==> src/fqr_pkg.sv <==
// shared types and constants for the fifo queue with remove by id
package fqr_pkg;

  localparam int unsigned QueueDepth = 16;
  localparam int unsigned CountWidth = $clog2(QueueDepth + 1);

  localparam logic [1:0] OP_PUSH   = 2'd0;
  localparam logic [1:0] OP_POP    = 2'd1;
  localparam logic [1:0] OP_FIND   = 2'd2;
  localparam logic [1:0] OP_REMOVE = 2'd3;

  localparam logic [1:0] ST_OK   = 2'd0;
  localparam logic [1:0] ST_MISS = 2'd1;
  localparam logic [1:0] ST_FULL = 2'd2;

  typedef struct packed {
    logic [1:0]  opcode;
    logic [15:0] job_id;
    logic [15:0] payload;
  } in_item_t;

  typedef struct packed {
    logic [1:0]  status;
    logic [15:0] found_payload;
    logic        head_valid;
    logic [15:0] head_payload;
    logic [4:0]  entry_count;
  } out_item_t;

  typedef struct packed {
    logic [15:0] job_id;
    logic [15:0] payload;
  } entry_t;

  // per-cycle command broadcast to every cell
  typedef struct packed {
    logic        push_en;
    logic        pop_en;
    logic        remove_en;
    logic [15:0] key;
    entry_t      new_entry;
  } cell_cmd_t;

endpackage

==> src/fqr_cell.sv <==
// one queue slot: id compare, oldest-match chain and shift toward the head
module fqr_cell (
  input  logic               clk_i,
  input  fqr_pkg::cell_cmd_t cmd_i,
  input  logic               occupied_i,
  input  logic               tail_i,
  input  fqr_pkg::entry_t    nbr_entry_i,
  input  logic               hit_i,
  input  logic [15:0]        found_i,
  output fqr_pkg::entry_t    entry_o,
  output fqr_pkg::entry_t    entry_d_o,
  output logic               hit_o,
  output logic [15:0]        found_o
);

  fqr_pkg::entry_t entry_q;
  fqr_pkg::entry_t entry_d;
  logic            match;
  logic            shift;

  assign match = occupied_i && (entry_q.job_id == cmd_i.key);

  // only the oldest match passes its payload down the chain
  assign hit_o   = hit_i | match;
  assign found_o = (!hit_i && match) ? entry_q.payload : found_i;

  assign shift = cmd_i.pop_en || (cmd_i.remove_en && (hit_i || match));

  always_comb begin
    entry_d = entry_q;
    if (shift) begin
      entry_d = nbr_entry_i;
    end else if (cmd_i.push_en && tail_i) begin
      entry_d = cmd_i.new_entry;
    end
  end

  always_ff @(posedge clk_i) begin
    entry_q <= entry_d;
  end

  assign entry_o   = entry_q;
  assign entry_d_o = entry_d;

endmodule

==> src/fifo_queue_remove_by_id.sv <==
// top level: row of queue cells, fill counter and registered result
// One transaction per clock cycle: an accepted operation updates every cell in the same
// cycle and its result shows in the output register from the next cycle. The critical path
// is the id compare in each cell followed by the oldest-match chain that ripples through
// all QueueDepth cells. The input stalls only while a result is held and the output is stalled.
module fifo_queue_remove_by_id (
  input  logic               clk_i,
  input  logic               rst_ni,
  input  logic               in_valid_i,
  output logic               in_stall_o,
  input  fqr_pkg::in_item_t  in_data_i,
  output logic               out_valid_o,
  input  logic               out_stall_i,
  output fqr_pkg::out_item_t out_data_o
);

  localparam int unsigned Depth = fqr_pkg::QueueDepth;
  localparam int unsigned CW    = fqr_pkg::CountWidth;

  logic [CW-1:0]      count_q, count_d;
  logic               out_valid_q;
  fqr_pkg::out_item_t out_q, out_d;
  logic               accept;
  logic               full, empty;
  fqr_pkg::cell_cmd_t cmd;

  fqr_pkg::entry_t entry     [Depth];
  fqr_pkg::entry_t entry_nxt [Depth];
  logic            hit       [Depth+1];
  logic [15:0]     found     [Depth+1];

  assign in_stall_o = out_valid_q && out_stall_i;
  assign accept     = in_valid_i && !in_stall_o;
  assign full       = (count_q == CW'(Depth));
  assign empty      = (count_q == '0);

  always_comb begin
    cmd.push_en           = accept && (in_data_i.opcode == fqr_pkg::OP_PUSH) && !full;
    cmd.pop_en            = accept && (in_data_i.opcode == fqr_pkg::OP_POP) && !empty;
    cmd.remove_en         = accept && (in_data_i.opcode == fqr_pkg::OP_REMOVE);
    cmd.key               = in_data_i.job_id;
    cmd.new_entry.job_id  = in_data_i.job_id;
    cmd.new_entry.payload = in_data_i.payload;
  end

  assign hit[0]   = 1'b0;
  assign found[0] = '0;

  for (genvar g = 0; g < Depth; g++) begin : g_cell
    fqr_pkg::entry_t nbr;
    if (g == Depth - 1) begin : g_last
      assign nbr = entry[g];
    end else begin : g_mid
      assign nbr = entry[g+1];
    end

    fqr_cell u_cell (
      .clk_i       (clk_i),
      .cmd_i       (cmd),
      .occupied_i  (CW'(g) < count_q),
      .tail_i      (CW'(g) == count_q),
      .nbr_entry_i (nbr),
      .hit_i       (hit[g]),
      .found_i     (found[g]),
      .entry_o     (entry[g]),
      .entry_d_o   (entry_nxt[g]),
      .hit_o       (hit[g+1]),
      .found_o     (found[g+1])
    );
  end

  always_comb begin
    count_d = count_q;
    if (cmd.push_en) begin
      count_d = count_q + CW'(1);
    end else if (cmd.pop_en || (cmd.remove_en && hit[Depth])) begin
      count_d = count_q - CW'(1);
    end
  end

  always_comb begin
    out_d.status        = fqr_pkg::ST_OK;
    out_d.found_payload = '0;
    case (in_data_i.opcode)
      fqr_pkg::OP_PUSH: begin
        if (full) out_d.status = fqr_pkg::ST_FULL;
      end
      fqr_pkg::OP_POP: begin
        if (empty) out_d.status = fqr_pkg::ST_MISS;
      end
      fqr_pkg::OP_FIND: begin
        if (hit[Depth]) begin
          out_d.found_payload = found[Depth];
        end else begin
          out_d.status = fqr_pkg::ST_MISS;
        end
      end
      fqr_pkg::OP_REMOVE: begin
        if (!hit[Depth]) out_d.status = fqr_pkg::ST_MISS;
      end
      default: begin
        out_d.status = fqr_pkg::ST_OK;
      end
    endcase
    out_d.head_valid   = (count_d != '0);
    out_d.head_payload = (count_d != '0) ? entry_nxt[0].payload : 16'd0;
    out_d.entry_count  = 5'(count_d);
  end

  always_ff @(posedge clk_i or negedge rst_ni) begin
    if (!rst_ni) begin
      count_q     <= '0;
      out_valid_q <= 1'b0;
    end else begin
      count_q <= count_d;
      if (accept) begin
        out_valid_q <= 1'b1;
      end else if (!out_stall_i) begin
        out_valid_q <= 1'b0;
      end
    end
  end

  always_ff @(posedge clk_i) begin
    if (accept) begin
      out_q <= out_d;
    end
  end

  assign out_valid_o = out_valid_q;
  assign out_data_o  = out_q;

  // fill count stays within the row of cells
  a_count_range: assert property (@(posedge clk_i) disable iff (!rst_ni)
    count_q <= CW'(Depth))
    else $error("fill count beyond queue depth");

  // nothing moves without a transaction
  a_count_idle: assert property (@(posedge clk_i) disable iff (!rst_ni)
    !accept |=> $stable(count_q))
    else $error("fill count changed without a transaction");

  // one operation changes the count by at most one
  a_count_step: assert property (@(posedge clk_i) disable iff (!rst_ni)
    accept |=> (count_q == $past(count_q)) || (count_q == $past(count_q) + CW'(1))
               || (count_q + CW'(1) == $past(count_q)))
    else $error("fill count jumped");

  // a push into a full queue is refused and flagged
  a_push_full: assert property (@(posedge clk_i) disable iff (!rst_ni)
    accept && (in_data_i.opcode == fqr_pkg::OP_PUSH) && full
    |=> out_valid_q && (out_q.status == fqr_pkg::ST_FULL) && full)
    else $error("push into full queue not refused");

endmodule

==> config.mk <==
export PLATFORM = sky130hd
export DESIGN_NAME = fifo_queue_remove_by_id
export DESIGN_NICKNAME = d
export VERILOG_FILES = /design/src/fqr_pkg.sv /design/src/fqr_cell.sv /design/src/fifo_queue_remove_by_id.sv
export SDC_FILE = /design/constraint.sdc
export NUM_CORES = 1
export LEC_CHECK = 0
export BUFFER_PORTS_ARGS = -buffer_cell sky130_fd_sc_hd__buf_4
export CAP_MARGIN = 25
export CORE_ASPECT_RATIO = 0.5
export CORE_MARGIN = 2
export CORE_UTILIZATION = 29
export CTS_BUF_LIST = sky130_fd_sc_hd__clkbuf_8
export DETAILED_ROUTE_END_ITERATION = 16
export PLACE_DENSITY = 0.43
export SYNTH_ARGS = -nofsm -noshare
export SYNTH_HDL_FRONTEND = slang
export SYNTH_SLANG_ARGS = --single-unit
export TNS_END_PERCENT = 5
==> constraint.sdc <==
create_clock -name clk_i -period 14.65 [get_ports clk_i]
set_input_delay 2.93 -clock clk_i [delete_from_list [all_inputs] [get_ports clk_i]]
set_output_delay 2.93 -clock clk_i [all_outputs]
set_load 0.02 [all_outputs]
==> impl_metrics.yaml <==
outcome:
  status: "completed"
final_layout:
  drive_gt1_frac: 0.335
  stdcell_area_um2: 33600
  fin_nets: 2288
  n_fill_cell: 10100
  area_growth_pct: 13.1
  final_cells: 3661
detailed_routing:
  dr.max_layer_used: "met4"
  wirelength_met1_um: 45300
  wl_per_cell_um: 25.4
  detail_route.vias_per_cell: 5.22
  wl_met2_um: 42000
  drtAntennaViolNets: 0
  routed_wl_um: 92800
  num_vias: 19100
  drt-initial-drc-count: 1463
  dr.pass1.iters: 6
  drc_errors: 0
  route.met3.wl_um: 3540
placed_design:
  placed_area_um2: 31800
  port-buffer-count: 79
  routabilityCongestion: 0.843
  placed_cells: 3492
  hpwl_um: 63800
timing:
  hold_slack_ps: 527
  period_share: 0.488
  final_max_slew_viol_count: 0
  clock.fmax_mhz: 140
  tns_ps: 0
  setup_viol: 0
  fin_crit_ps: 7150
  hold_violations: 0
  worst_slew_pin_slew_ps: 1120
  rsz0062_at_grt: "false"
  clock_skew_ps: 26.8
  slew_headroom: 0.253
setup_path:
  max_stage_delay_ps: 850
  worstPathArrival_ps: 7630
  reg2reg_slack_ps: 9180
  end_kind: "register"
  crit_end: "g_cell[12].u_cell.entry_o[10]"
  crit_path_max_fanout: 24
  reg2regPathDepth: 12
  critPathKind: "input port to register"
  crit_path_top_delay_cell: "or4_1"
  critPathMostFrequentCell: "buf_4"
  crit_start: "in_data_i[25]"
  cp_cell_sequence: "buf_4 > buf_4 > xor2_1 > nor4_1 > and3_1 > and2_1 > buf_4 > or3_1 > or4_1 > a21oi_4 > buf_4 > o21ai_4 > buf_4"
  r2r-start: "count_q[4]"
  start_kind: "input port"
  required_ps: 15130
  r2r_end: "g_cell[12].u_cell.entry_o[10]"
yosys:
  yosys-top-cells-count: "536 x edfxtp_1, 441 x mux2_2, 149 x xor2_1"
  synth_edf_count: 536
  synthSimpleGateAreaFrac: 0.0804
  synth_warnings: 0
  synth_top_cell_area_share: 0.541
  yosysMostFrequentCell: "edfxtp_1"
  synth_top_family_by_area: "multiplexers"
  ys_ff_latch: 558
  synth_area_leaders: "edfxtp_1 54%, mux2_2 17%, xor2_1 4.4%"
  synthAdderAreaFrac: 0.00210
  synth_xor_area_frac: 0.0778
  synthFlopType: "edfxtp_1"
  yosysUniqueCellTypes: 95
  synth_area_um2: 29700
  syn_inst: 2189
  async_flop_share: 0.0108
  synth_compound_area_frac: 0.0721
  avgSynthCellArea_um2: 13.6
  synth_mux_area_frac: 0.174
  synth.yosys.seq_area_share: 0.557
  synth_top_area_cell: "edfxtp_1"
  syn-num-nets: 2232
clocking:
  post_cts_buffers: 0
  clkTransAtPathRegs_ps: 60
  cts_resized: 0
  insertion_delay_ps: 760
  clock-root-buffer: "clkbuf_8"
  cts_htree_levels: 3
  cts_hold_buf: 0
  clockBufferDepth: 3
  clock-sinks: 558
  cts_tree: "built"
  cts_inserted_buffers: 92
grt:
  antenna_found_initial: 1
  overflow: 0
  grt_max_degree: 50
  grt_pass1_wl_um: 137000
  grt_pass1_vias: 19500
  grt_use_total: 0.174
die:
  dieArea_um2: 105000
  die_h_um: 230
  die_w_um: 457
  start_util: 0.295
  core_um2: 101000
  pin_count: 80
  rows: 82
hold_path:
  hp-class: "register to register"
pwr:
  peakVddDrop_mv: 0.0723
  p_leak_nw: 11.3
  p_per_area_nw_per_um2: 119
flow_run:
  cap_viol_max_count: 0
how the worst min path moves through the flow:
stage | from | to | slack (ps) | cells past startpoint
2_1_floorplan | g_cell[1].u_cell.entry_o[15] | g_cell[0].u_cell.entry_o[15] | 500 | 2
3_3_place_gp | out_valid_o | out_valid_o | 500 | 2
3_5_place_dp | out_valid_o | out_valid_o | 520 | 2
4_1_cts | out_valid_o | out_valid_o | 540 | 2
5_1_grt | g_cell[1].u_cell.entry_o[5] | g_cell[0].u_cell.entry_o[5] | 560 | 2
6_report | out_valid_o | out_valid_o | 530 | 2
per-stage QoR:
step           worst slack (ps)   util  total power [W]
2_1_floorplan              7440      -          0.00240
3_3_place_gp               6750  0.315          0.00265
3_5_place_dp               6760  0.315          0.00265
4_1_cts                    7600  0.333          0.00406
5_1_grt                    7350  0.333          0.00419
6_report                   7500  0.333          0.00401
layout make-up:
class,count,area (um2),share of cell area
diodes,1,2.50,0.0000744
clock buffers,106,1460,0.0434
clock inverters,59,319,0.00949
inverters,27,101,0.00301
multi-input cells,1424,12400,0.369
flip-flops and latches,558,16600,0.493
well taps,1344,1680,0.0500
repair buffers,142,1100,0.0328
worst max-delay path: cells and delay by family:
kind / cells / cell delay, ps
AO/OA/AOI/OAI: 2 / 900
XOR/XNOR: 1 / 240
AND/OR/NAND/NOR: 5 / 1920
buffers and inverters: 5 / 1550
cells by family (layout without fill, tap and decap cells):
family | after synthesis | after routing
flops | 558 | 558
mux | 462 | 462
simple gates | 423 | 423
compound gates | 274 | 274
xor+xnor | 260 | 260
buf+inv | 207 | 334
fa+ha+maj | 5 | 5
other cells | 0 | 1
sequential cells by signal (all words and copies together) (netlist names):
signal,count
count_q,5
out_data_o,40
g_cell.u_cell.entry_o,512
out_valid_o,1
routing by layer:
metal	up-vias	global-route usage
li1	8580	-
met1	9929	0.251
met2	473	0.272
met3	123	0.0278
met4	0	0.0438
met5	-	0
cell usage in the layout, fill, tap and decap left out, drive strengths merged, types with 21 or more instances in the layout:
master,synthesis,layout
buf,100,141
nand2,80,80
nand3,37,37
inv,27,59
clkinv,0,22
xor2,149,149
nand4,53,53
nor2,64,64
a22oi,27,27
a211oi,22,22
nor3,30,30
mux2,441,441
xnor2,111,111
clkbuf,80,107
o21ai,39,39
edfxtp,536,536
a21oi,52,52
mux2i,21,21
nor4,67,67
where the power goes:
group	switching, W	leakage (nW)	internal [W]
Combinational	0.000409	5.14	0.000240
Clock	0.000700	1.01	0.000695
Sequential	0.0000715	5.11	0.00189
Total	0.00118	11.3	0.00283
Power figures use the tool's default switching activity.
